## config.mk

```make
export PLATFORM = sky130hd
export DESIGN_NAME = timed_tone_generator
export DESIGN_NICKNAME = d
export VERILOG_FILES = /design/src/rtl/ttg_pkg.sv /design/src/rtl/ttg_div.sv /design/src/rtl/timed_tone_generator.sv
export SDC_FILE = /design/constraint.sdc
export NUM_CORES = 1
export LEC_CHECK = 0
export BUFFER_PORTS_ARGS = -buffer_cell sky130_fd_sc_hd__buf_2
export CAP_MARGIN = 40
export CORE_MARGIN = 5
export CORE_UTILIZATION = 45
export DETAILED_ROUTE_END_ITERATION = 8
export SLEW_MARGIN = 10
export SYNTH_ARGS = -nofsm -noshare
export SYNTH_HDL_FRONTEND = slang
export SYNTH_SLANG_ARGS = --single-unit
```

## constraint.sdc

```tcl
create_clock -name clk -period 6.3 [get_ports clk]
set_clock_uncertainty 0.1 [all_clocks]
set_input_delay 0.315 -clock clk [delete_from_list [all_inputs] [get_ports clk]]
set_output_delay 0.315 -clock clk [all_outputs]
set_load 0.02 [all_outputs]
```

## src/rtl/ttg_pkg.sv

```systemverilog
// ----------------------------------------------------------------------------
// ttg_pkg: shared types and constants of the timed tone generator
// widths, codes, seed values and the divider request and response records
// ----------------------------------------------------------------------------
package ttg_pkg;

    // input word layout
    localparam int FREQ_W   = 15;
    localparam int LEN_W    = 8;
    localparam int IN_DW    = 24;
    localparam int OUT_DW   = 16;

    // counters and divider
    localparam int CNT20_W  = 20;
    localparam int QUO_W    = CNT20_W;
    localparam int DVSR_W   = FREQ_W;
    localparam int DIV_STEPS = QUO_W / 2;
    localparam int DIV_CNT_W = $clog2(DIV_STEPS);

    localparam logic [QUO_W-1:0] DUR_NUM  = QUO_W'(1000000);
    localparam logic [QUO_W-1:0] HALF_NUM = QUO_W'(500000);

    // led patterns
    localparam int RISE_W = 9;
    localparam int FALL_W = 8;
    localparam int LED_W  = 10;
    localparam logic [RISE_W-1:0] RISE_INIT = 9'h001;
    localparam logic [RISE_W-1:0] RISE_LAST = 9'h080;
    localparam logic [FALL_W-1:0] FALL_INIT = 8'h80;
    localparam logic [7:0]        RND_MASK  = 8'ha4;

    // random source
    localparam int RNG_WORDS = 5;
    localparam logic [31:0] RNG_SEED [RNG_WORDS] = '{32'd666, 32'd1024, 32'd1337,
                                                     32'd999, 32'd4};

    // operation codes
    localparam logic OP_START = 1'b0;
    localparam logic OP_TICK  = 1'b1;

    typedef enum logic [4:0] {
        ST_IDLE     = 5'b00001,
        ST_RNG      = 5'b00010,
        ST_DIV_DUR  = 5'b00100,
        ST_DIV_HALF = 5'b01000,
        ST_FINISH   = 5'b10000
    } state_t;

    typedef struct packed {
        logic              start;
        logic [QUO_W-1:0]  dividend;
        logic [DVSR_W-1:0] divisor;
    } div_req_t;

    typedef struct packed {
        logic             done;
        logic [QUO_W-1:0] quotient;
    } div_rsp_t;

endpackage

```

## src/rtl/ttg_div.sv

```systemverilog
// ----------------------------------------------------------------------------
// ttg_div: shared restoring divider
// two quotient bits per cycle, result valid with a one-cycle done pulse
// ----------------------------------------------------------------------------
module ttg_div
    import ttg_pkg::*;
(
    input  logic     clk,
    input  logic     rst_n,
    input  div_req_t req,
    output div_rsp_t rsp
);

    logic                 busy_reg, busy_next;
    logic                 done_reg, done_next;
    logic [DIV_CNT_W-1:0] cnt_reg, cnt_next;
    logic [DVSR_W-1:0]    rem_reg, rem_next;
    logic [QUO_W-1:0]     quo_reg, quo_next;
    logic [DVSR_W-1:0]    dvsr_reg, dvsr_next;

    logic [DVSR_W:0]   trial_a, trial_b, diff_a, diff_b;
    logic              bit_a, bit_b;
    logic [DVSR_W-1:0] rem_a, rem_b;

    always_comb
    begin
        // first quotient bit of the step
        trial_a = {rem_reg, quo_reg[QUO_W-1]};
        diff_a  = trial_a - {1'b0, dvsr_reg};
        bit_a   = (trial_a >= {1'b0, dvsr_reg});
        rem_a   = bit_a ? diff_a[DVSR_W-1:0] : trial_a[DVSR_W-1:0];
        // second quotient bit
        trial_b = {rem_a, quo_reg[QUO_W-2]};
        diff_b  = trial_b - {1'b0, dvsr_reg};
        bit_b   = (trial_b >= {1'b0, dvsr_reg});
        rem_b   = bit_b ? diff_b[DVSR_W-1:0] : trial_b[DVSR_W-1:0];

        busy_next = busy_reg;
        done_next = 1'b0;
        cnt_next  = cnt_reg;
        rem_next  = rem_reg;
        quo_next  = quo_reg;
        dvsr_next = dvsr_reg;

        if (req.start)
        begin
            busy_next = 1'b1;
            cnt_next  = '0;
            rem_next  = '0;
            quo_next  = req.dividend;
            dvsr_next = req.divisor;
        end
        else if (busy_reg)
        begin
            rem_next = rem_b;
            quo_next = {quo_reg[QUO_W-3:0], bit_a, bit_b};
            if (cnt_reg == DIV_CNT_W'(DIV_STEPS - 1))
            begin
                busy_next = 1'b0;
                done_next = 1'b1;
            end
            else
            begin
                cnt_next = cnt_reg + 1'b1;
            end
        end
    end

    always_ff @(posedge clk or negedge rst_n)
    begin
        if (!rst_n)
        begin
            busy_reg <= 1'b0;
            done_reg <= 1'b0;
            cnt_reg  <= '0;
        end
        else
        begin
            busy_reg <= busy_next;
            done_reg <= done_next;
            cnt_reg  <= cnt_next;
        end
    end

    always_ff @(posedge clk)
    begin
        rem_reg  <= rem_next;
        quo_reg  <= quo_next;
        dvsr_reg <= dvsr_next;
    end

    assign rsp.done     = done_reg;
    assign rsp.quotient = quo_reg;

endmodule

```

## src/rtl/timed_tone_generator.sv

```systemverilog
// ----------------------------------------------------------------------------
// timed_tone_generator: square-wave tone player with led patterns
// start words load a note, tick words advance it by one microsecond
// ----------------------------------------------------------------------------
// Every accepted input word yields exactly one output word. A tick word
// (tuser = 1) and a start word that arrives while a note is playing are
// handled at once in the idle state. A start word for a new note runs
// the sequencer: it steps the five-word xorshift source for the led term
// and its enable, then the shared two-bits-per-cycle divider works out
// 1000000/note_len and 500000/tone_freq (the second is skipped for a rest
// with tone_freq = 0), and a finish step updates the led patterns and
// posts the result. The input side is not ready while a start is in
// progress. The output word sits in a register, so the next input word is
// taken in the same cycle the current output word is taken. Once playing,
// every tick counts the duration and half-wave counters; the speaker flips
// at the half-wave count and on the last tick the speaker and the note's
// led bits are cleared and done_res is set. A note_len of zero plays as one.
// ----------------------------------------------------------------------------
module timed_tone_generator
    import ttg_pkg::*;
(
    input  logic              clk,
    input  logic              rst_n,
    // input stream
    input  logic              s_axis_tvalid,
    output logic              s_axis_tready,
    input  logic [IN_DW-1:0]  s_axis_tdata,   // tone_freq[14:0], note_len[22:15], zero pad
    input  logic              s_axis_tuser,   // op: start or tick
    // output stream
    output logic              m_axis_tvalid,
    input  logic              m_axis_tready,
    output logic [OUT_DW-1:0] m_axis_tdata    // speaker, led_port[10:1], busy_res, done_res, pad
);

    // sequencer
    state_t state_reg, state_next;
    logic [1:0] step_reg, step_next;

    // operands latched at start
    logic [FREQ_W-1:0] freq_reg, freq_next;
    logic [LEN_W-1:0]  len_reg, len_next;

    // random source and the masked random term
    logic [31:0] rng_reg [RNG_WORDS];
    logic [31:0] rng_next [RNG_WORDS];
    logic [7:0]  rnd_reg, rnd_next;

    // note state
    logic [RISE_W-1:0]  rise_reg, rise_next;
    logic [FALL_W-1:0]  fall_reg, fall_next;
    logic [LED_W-1:0]   led_reg, led_next;
    logic [CNT20_W-1:0] tick_reg, tick_next;
    logic [CNT20_W-1:0] dur_reg, dur_next;
    logic [CNT20_W-1:0] wave_reg, wave_next;
    logic [CNT20_W-1:0] half_reg, half_next;
    logic               spk_reg, spk_next;
    logic               play_reg, play_next;

    // output register
    logic              m_valid_reg, m_valid_next;
    logic [OUT_DW-1:0] m_data_reg, m_data_next;

    div_req_t div_req;
    div_rsp_t div_rsp;

    // combinational helpers
    logic               in_acc;
    logic [FREQ_W-1:0]  in_freq;
    logic [LEN_W-1:0]   in_len;
    logic [31:0]        xs_t, xs_v;
    logic [7:0]         xs_odd;
    logic [15:0]        xs_prod;
    logic [CNT20_W-1:0] tick_inc, wave_inc;
    logic [LED_W-1:0]   led_sum;
    logic               load_out;
    logic               done_flag;

    ttg_div u_div
    (
        .clk   (clk),
        .rst_n (rst_n),
        .req   (div_req),
        .rsp   (div_rsp)
    );

    assign s_axis_tready = (state_reg == ST_IDLE) && (!m_valid_reg || m_axis_tready);
    assign m_axis_tvalid = m_valid_reg;
    assign m_axis_tdata  = m_data_reg;

    always_comb
    begin
        in_acc  = s_axis_tvalid && s_axis_tready;
        in_freq = s_axis_tdata[FREQ_W-1:0];
        in_len  = s_axis_tdata[FREQ_W +: LEN_W];

        // one xorshift step; only the low byte of the product is ever used
        xs_t    = rng_reg[0] ^ (rng_reg[0] >> 7);
        xs_v    = (rng_reg[4] ^ (rng_reg[4] << 6)) ^ (xs_t ^ (xs_t << 13));
        xs_odd  = {rng_reg[2][6:0], 1'b1};
        xs_prod = xs_odd * xs_v[7:0];

        tick_inc = tick_reg + 1'b1;
        wave_inc = wave_reg + 1'b1;
        led_sum  = '0;

        state_next = state_reg;
        step_next  = step_reg;
        freq_next  = freq_reg;
        len_next   = len_reg;
        rng_next   = rng_reg;
        rnd_next   = rnd_reg;
        rise_next  = rise_reg;
        fall_next  = fall_reg;
        led_next   = led_reg;
        tick_next  = tick_reg;
        dur_next   = dur_reg;
        wave_next  = wave_reg;
        half_next  = half_reg;
        spk_next   = spk_reg;
        play_next  = play_reg;
        load_out   = 1'b0;
        done_flag  = 1'b0;

        div_req.start    = 1'b0;
        div_req.dividend = DUR_NUM;
        div_req.divisor  = {{(DVSR_W - LEN_W){1'b0}}, len_reg};

        case (state_reg)
            ST_IDLE:
            begin
                if (in_acc)
                begin
                    if ((s_axis_tuser == OP_START) && !play_reg)
                    begin
                        freq_next  = in_freq;
                        len_next   = (in_len == '0) ? LEN_W'(1) : in_len;
                        step_next  = '0;
                        state_next = ST_RNG;
                    end
                    else
                    begin
                        if ((s_axis_tuser == OP_TICK) && play_reg)
                        begin
                            tick_next = tick_inc;
                            wave_next = wave_inc;
                            if ((half_reg != '0) && (wave_inc >= half_reg))
                            begin
                                spk_next  = ~spk_reg;
                                wave_next = '0;
                            end
                            if (tick_inc >= dur_reg)
                            begin
                                led_sum   = {1'b0, rise_reg} + {2'b00, fall_reg};
                                led_next  = led_reg & ~led_sum;
                                spk_next  = 1'b0;
                                play_next = 1'b0;
                                done_flag = 1'b1;
                            end
                        end
                        load_out = 1'b1;
                    end
                end
            end

            ST_RNG:
            begin
                // step 0 is discarded, step 1 gives the led term, step 2 its enable
                rng_next[0] = rng_reg[1];
                rng_next[1] = rng_reg[2];
                rng_next[2] = rng_reg[3];
                rng_next[3] = rng_reg[4];
                rng_next[4] = xs_v;
                step_next   = step_reg + 1'b1;
                if (step_reg == 2'd1)
                begin
                    rnd_next = xs_prod[7:0] & RND_MASK;
                end
                if (step_reg == 2'd2)
                begin
                    rnd_next      = xs_prod[0] ? rnd_reg : 8'h00;
                    div_req.start = 1'b1;
                    state_next    = ST_DIV_DUR;
                end
            end

            ST_DIV_DUR:
            begin
                div_req.dividend = HALF_NUM;
                div_req.divisor  = freq_reg;
                if (div_rsp.done)
                begin
                    dur_next = div_rsp.quotient;
                    if (freq_reg == '0)
                    begin
                        half_next  = '0;
                        state_next = ST_FINISH;
                    end
                    else
                    begin
                        div_req.start = 1'b1;
                        state_next    = ST_DIV_HALF;
                    end
                end
            end

            ST_DIV_HALF:
            begin
                if (div_rsp.done)
                begin
                    half_next  = div_rsp.quotient;
                    state_next = ST_FINISH;
                end
            end

            ST_FINISH:
            begin
                rise_next = (rise_reg <= RISE_LAST) ? (rise_reg << 1) : RISE_INIT;
                fall_next = (fall_reg != '0) ? (fall_reg >> 1) : FALL_INIT;
                led_sum   = {1'b0, rise_next} + {2'b00, fall_next} + {2'b00, rnd_reg};
                led_next  = led_reg | led_sum;
                tick_next = '0;
                wave_next = '0;
                play_next = 1'b1;
                load_out  = 1'b1;
                state_next = ST_IDLE;
            end

            default:
            begin
                state_next = ST_IDLE;
            end
        endcase

        // output word register
        m_valid_next = m_valid_reg;
        m_data_next  = m_data_reg;
        if (load_out)
        begin
            m_valid_next = 1'b1;
            m_data_next  = {3'b000, done_flag, play_next, led_next, spk_next};
        end
        else if (m_axis_tready)
        begin
            m_valid_next = 1'b0;
        end
    end

    always_ff @(posedge clk or negedge rst_n)
    begin
        if (!rst_n)
        begin
            state_reg   <= ST_IDLE;
            step_reg    <= '0;
            rng_reg     <= RNG_SEED;
            rise_reg    <= RISE_INIT;
            fall_reg    <= FALL_INIT;
            led_reg     <= '0;
            tick_reg    <= '0;
            dur_reg     <= '0;
            wave_reg    <= '0;
            half_reg    <= '0;
            spk_reg     <= 1'b0;
            play_reg    <= 1'b0;
            m_valid_reg <= 1'b0;
        end
        else
        begin
            state_reg   <= state_next;
            step_reg    <= step_next;
            rng_reg     <= rng_next;
            rise_reg    <= rise_next;
            fall_reg    <= fall_next;
            led_reg     <= led_next;
            tick_reg    <= tick_next;
            dur_reg     <= dur_next;
            wave_reg    <= wave_next;
            half_reg    <= half_next;
            spk_reg     <= spk_next;
            play_reg    <= play_next;
            m_valid_reg <= m_valid_next;
        end
    end

    always_ff @(posedge clk)
    begin
        freq_reg   <= freq_next;
        len_reg    <= len_next;
        rnd_reg    <= rnd_next;
        m_data_reg <= m_data_next;
    end

endmodule

```

---- Word level (Yosys, flattened, before mapping) ----
Index checks and enable logic that the tools add are counted.
storage, ports and cells
  register bits after elaboration ......... 377
  output and inout bits ................... 18
  logic and storage cells ................. 169
cells by class
  add/sub/neg operators ................... 9
  multiply operators ...................... 1
  order comparisons ....................... 5
  equality and inequality tests ........... 18
  muxes and demuxes ....................... 68
  bitwise gates (word level) .............. 12
  reductions and logical operators ........ 27
operators by type and width
  kind                                                              number
  20-bit two-way mux                                                12
  20-bit one-hot mux with 2 select lines                            3
  32-bit XOR                                                        3
  20-bit by 1-bit adder with 20-bit output (second input constant)  2
  20-bit >= comparator                                              2
  10-bit two-way mux                                                4
  35-bit two-way mux                                                1
  16-bit by 15-bit >= comparator with 1-bit output                  2
  8-bit two-way mux                                                 4
  32-bit by 25-bit XOR with 32-bit output                           1
  15-bit two-way mux                                                2
  5-bit two-way mux                                                 6
  15-bit subtractor                                                 2
  1-bit two-way mux                                                 24
  9-bit by 8-bit adder with 10-bit output                           2
  10-bit one-hot mux with 2 select lines                            1
  5-bit one-hot mux with 4 select lines                             1
  20-bit nonzero test                                               1
  15-bit logical NOT                                                1
  4-bit two-way mux                                                 3
  2-bit != test (second input constant)                             6
  2-bit nonzero test                                                6
  10-bit by 8-bit adder with 10-bit output                          1
  10-bit bitwise AND                                                1
  other kinds (30)                                                  49

---- Longest topological paths before layout ----
  word-level depth ........................ 9
  mapped depth ............................ 22

---- By module ----
From an unflattened synthesis, not the netlist that was laid out.
second synthesis, totals
  cell total of the unflattened synthesis .. 2040
  area, all modules ....................... 20061.7 µm²
modules (own cells, without submodules)
  module                instances  cells each  area an instance (µm²)  sequential area each (µm²)
  timed_tone_generator  1          1659        16126.7                 8132.8
  ttg_div               1          381         3935.0                  1501.4

---- Worst setup path before layout ----
No wires, ideal clock.
  path kind ............................... register to register
  from .................................... register u_div.quo_reg[19]
  to ...................................... register u_div.rem_reg[11]
  library setup time ...................... 132 ps
  arrival time ............................ 4275 ps
  path slack .............................. 1793 ps
  stages on the path, launching flop included .. 22
  cell sequence ........................... edfxtp_1 -> inv_1 -> ha_1 -> inv_1 -> fa_1 -> a21o_1 -> a22o_1 -> o21ai_1 -> nand3_2 -> clkbuf_1 -> nor2_1 -> a21oi_1 -> ha_1 -> o21a_1 -> o31a_1 -> o21ai_2 -> a21oi_2 -> a31o_4 -> a221oi_4 -> buf_8 -> mux2i_1 -> a21oi_1
between the ends
  longest elaborated chain between the ends .. 4
  elaborated cells between the ends (all ways) .. 6
  those cells by class .................... 2 x add/sub; 2 x order compare; 2 x mux
RTL lines
  what                                                                                   RTL line                      source
  from (decl)                                                                            ttg_div.sv:18                 logic [QUO_W-1:0] quo_reg, quo_next;
  from (signal assigned)                                                                 ttg_div.sv:88                 quo_reg <= quo_next;
  15-bit subtractor or 16-bit by 15-bit >= comparator with 1-bit output (tied branches)  ttg_div.sv:29, ttg_div.sv:30
  15-bit two-way mux (*)                                                                 ttg_div.sv:31                 rem_a = bit_a ? diff_a[DVSR_W-1:0] : trial_a[DVSR_W-1:0];
  15-bit subtractor or 16-bit by 15-bit >= comparator with 1-bit output (tied branches)  ttg_div.sv:34, ttg_div.sv:35
  15-bit two-way mux (*)                                                                 ttg_div.sv:36                 rem_b = bit_b ? diff_b[DVSR_W-1:0] : trial_b[DVSR_W-1:0];
  to (signal assigned)                                                                   ttg_div.sv:87                 rem_reg <= rem_next;
  to (decl)                                                                              ttg_div.sv:17                 logic [DVSR_W-1:0] rem_reg, rem_next;
Mark *: on every way between the ends. The rest lies on a longest branch, timed or not.
A chain may end at the register's enable or synchronous reset.

---- Worst setup path after layout ----
  from .................................... register u_div.quo_reg[19]
  to ...................................... register u_div.rem_reg[4]
The elaborated chain is that of the path after synthesis.

==> out/metrics.yaml <==
cts_root_buffer: "clkbuf_16"
regArea_mm2: 0.00963
antenna_cells: 0
relSlewSlack_pct: 41.8
critPathKind: "reg2reg"
p_leak_uw: 0.0108
firstDrtPassIters: 5
required_ps: 6650
drtIter0Drc: 849
drv_cap: 0
seqPwrFrac_pct: 37.4
netlist_top_cells_count: "nand2_1 (559), dfrtp_1 (259), inv_1 (125)"
synth_edf_count: 74
switching_share_pct: 32.7
cts.sinks: 372
crit_chain: "inv_1, ha_1, inv_1, fa_1, a21o_1, a22o_1, o21ai_1, nand3_2, mux2_2, ha_1, nor2b_4, o31a_1, o21ai_2, a21oi_2, a31o_4, a221oi_4, buf_4, mux2i_1, a21oi_1"
min_period_ps: 5340
clkLatencyLatePin_ps: 560
dp_hpwl_mm: 29.4
combPwrFrac_pct: 29.8
cts_resized: 0
synth_area_per_cell_um2: 9.60
cp_max_fo: 17
cts_tree: "done"
synth.cell_area_mm2: 0.0197
grt_pass1_wl_mm: 70.6
grt_start_max_net_pins: 106
pwr_density_cell_mw_per_mm2: 338
drive_gt1_share_pct: 9.02
postLayoutCoreUtil_pct: 51.5
fmax_ghz: 0.187
antenna_found_initial: 0
fillCellCount: 3977
rows: 76
crit_path_end_kind: "register"
multi_input_area_mm2: 0.00929
wl_per_cell_um: 15.5
rsz0062_at_grt: "false"
io_pins: 47
status: "finished clean"
dieArea_mm2: 0.0481
synth_cells: 2055
min_period_over_period_pct: 84.8
die_h_um: 219
irDropWorstVdd_mv: 0.212
ys.warnings.count: 0
async_flop_share_pct: 76.1
avgViaCountPerCell: 5.11
finalNonFillerCells: 2724
nets: 2264
placed_cells: 2623
routed_wirelength_mm: 42.3
critPathArrivalTime_ps: 5690
ys_seq_elements: 372
ys_seq_area_share_pct: 48.9
largest_register_ffs: 160
setup_tns_ps: 0
hold_viol_final: 0
grt_pass1_vias: 13925
initial_utilization_pct: 45.7
setup_viol: 0
vias: 13919
core_area_mm2: 0.0432
slew_viol_final: 0
yosysTopAreaCellShare_pct: 32.9
synth-main-ff-cell: "dfrtp_1"
synth_area_leader_cell: "dfrtp_1"
yosysMostFrequentCell: "nand2_1"
numCtsBuffers: 41
max_stage_delay_ps: 620
gp_congestion: 0.848
drc: 0
netlist_top_cells_area: "dfrtp_1 (33%), edfxtp_1 (11%), nand2_1 (11%), ha_1 (7.0%), xnor2_1 (5.2%)"
cellInternalPower_uw: 5060
grt_usage_pct: 17.9
switching_power_uw: 2460
h-tree-depth: 2
ys_types: 72
die_w_um: 219
critical_path.startpoint_type: "register"
p_clk_share_pct: 32.8
worst-slew-pin-transition_ps: 873
hold_path_class: "in2reg"
cts.clk_slew.worst_paths_ps: 60
hold_slack_ps: 36.6
portBuffers: 42
antenna_left: 0
cp_slowest_cell: "a221oi_4"
area_growth_pct: 12.7
overflow: 0
clockBufferDepth: 3
cts_setup_buffers: 0
[layout make-up]
cell class / count / area share, %
Multi-Input combinational cell: 1475 / 41.8
Timing Repair Buffer: 90 / 3.16
Sequential cell: 372 / 43.3
Tap cell: 585 / 3.29
Clock inverter: 17 / 0.884
Clock buffer: 59 / 5.38
Inverter: 126 / 2.13
[through the flow]
step | cell area (um^2) | setup WS, ps | total power (uW)
after detailed placement | 20600 | 948 | 5070
after CTS | 22200 | 935 | 7600
after global routing | 22200 | 673 | 7970
after global placement | 20500 | 968 | 5010
after floorplan | 19700 | 1790 | 4520
final | 22200 | 955 | 7520
[logic make-up (layout without fill, tap and decap cells)]
logic type	Yosys count	count (layout)	synth area share, %
xor gates and xnor gates	198	198	9.10
buffers and inverters	210	292	4.11
muxes	39	39	2.14
adders and majority gates	129	129	8.87
and+or+nand+nor	837	837	18.2
DFF	372	372	48.9
AOI/OAI and AO/OA	269	269	8.74
other	1	3	0.0190
[path summary, 6_finish.rpt]
path | to | slack (ps) | cells after the start | startpoint
worst max-delay path | u_div.rem_reg[4] | 960 | 19 | u_div.quo_reg[19]
worst min-delay path | play_reg | 40 | 4 | s_axis_tuser
worst max register to register | u_div.rem_reg[4] | 960 | 19 | u_div.quo_reg[19]
worst min register to register | rng_reg[64] | 350 | 2 | rng_reg[32]
max in group asynchronous | wave_reg[14] | 4550 | 4 | rst_n
min in group asynchronous | rise_reg[8] | 230 | 2 | rst_n
[critical path: cells and delay by family (launching register included)]
family / cells / cell delay (ps)
AO/OA/AOI/OAI: 9 / 2140
buffers and inverters: 3 / 480
flip-flops: 1 / 420
adder cells (fa/ha/maj): 3 / 920
AND/OR/NAND/NOR: 2 / 500
multiplexers: 2 / 660
[power by group through the flow]
stage / combinational [uW] / sequential (uW) / clock [uW]
6_report: 2240 / 2810 / 2470
5_1_grt: 2500 / 2830 / 2640
4_1_cts: 2240 / 2810 / 2550
3_5_place_dp: 2210 / 2860 / 0
3_3_place_gp: 2140 / 2860 / 0
2_1_floorplan: 1710 / 2800 / 0
[repair_timing]
item,CTS,global route
endpoints found under the hold margin,111,0
setup endpoints to repair,0,0
hold buffers,24,0
[per-layer routing]
layer | global-route usage, % | share of wire (%) | vias to the layer above
met5 | 0 | 0 | -
met4 | 4.42 | 1.8 | 0
met3 | 2.95 | 3.6 | 55
met2 | 30.0 | 48 | 168
met1 | 24.3 | 47 | 6783
li1 | - | - | 6913
[placed cells by master (no fill, tap or decap), types with 7 or more instances in the layout]
cell type	n
nor2_1	89
fa_1	18
o21bai_1	7
edfxtp_1	74
clkbuf_1	10
a21oi_1	69
inv_1	125
dfrtp_1	259
xor2_1	77
o31ai_1	9
o21ai_1	7
buf_4	19
nand4_1	16
a32o_1	15
ha_1	111
mux2_2	26
dfxtp_1	15
nand3b_1	7
nor4_1	17
a21o_1	24
dfstp_2	24
nand2_1	559
nand2b_1	10
and3_1	26
mux2i_1	13
clkbuf_16	43
nand3_1	46
dlygate4sd3_1	24
xnor2_1	117
o21ai_0	87
and2_1	30
buf_2	41
nor3_1	13
Note: power is estimated with default switching activity, not from simulation.
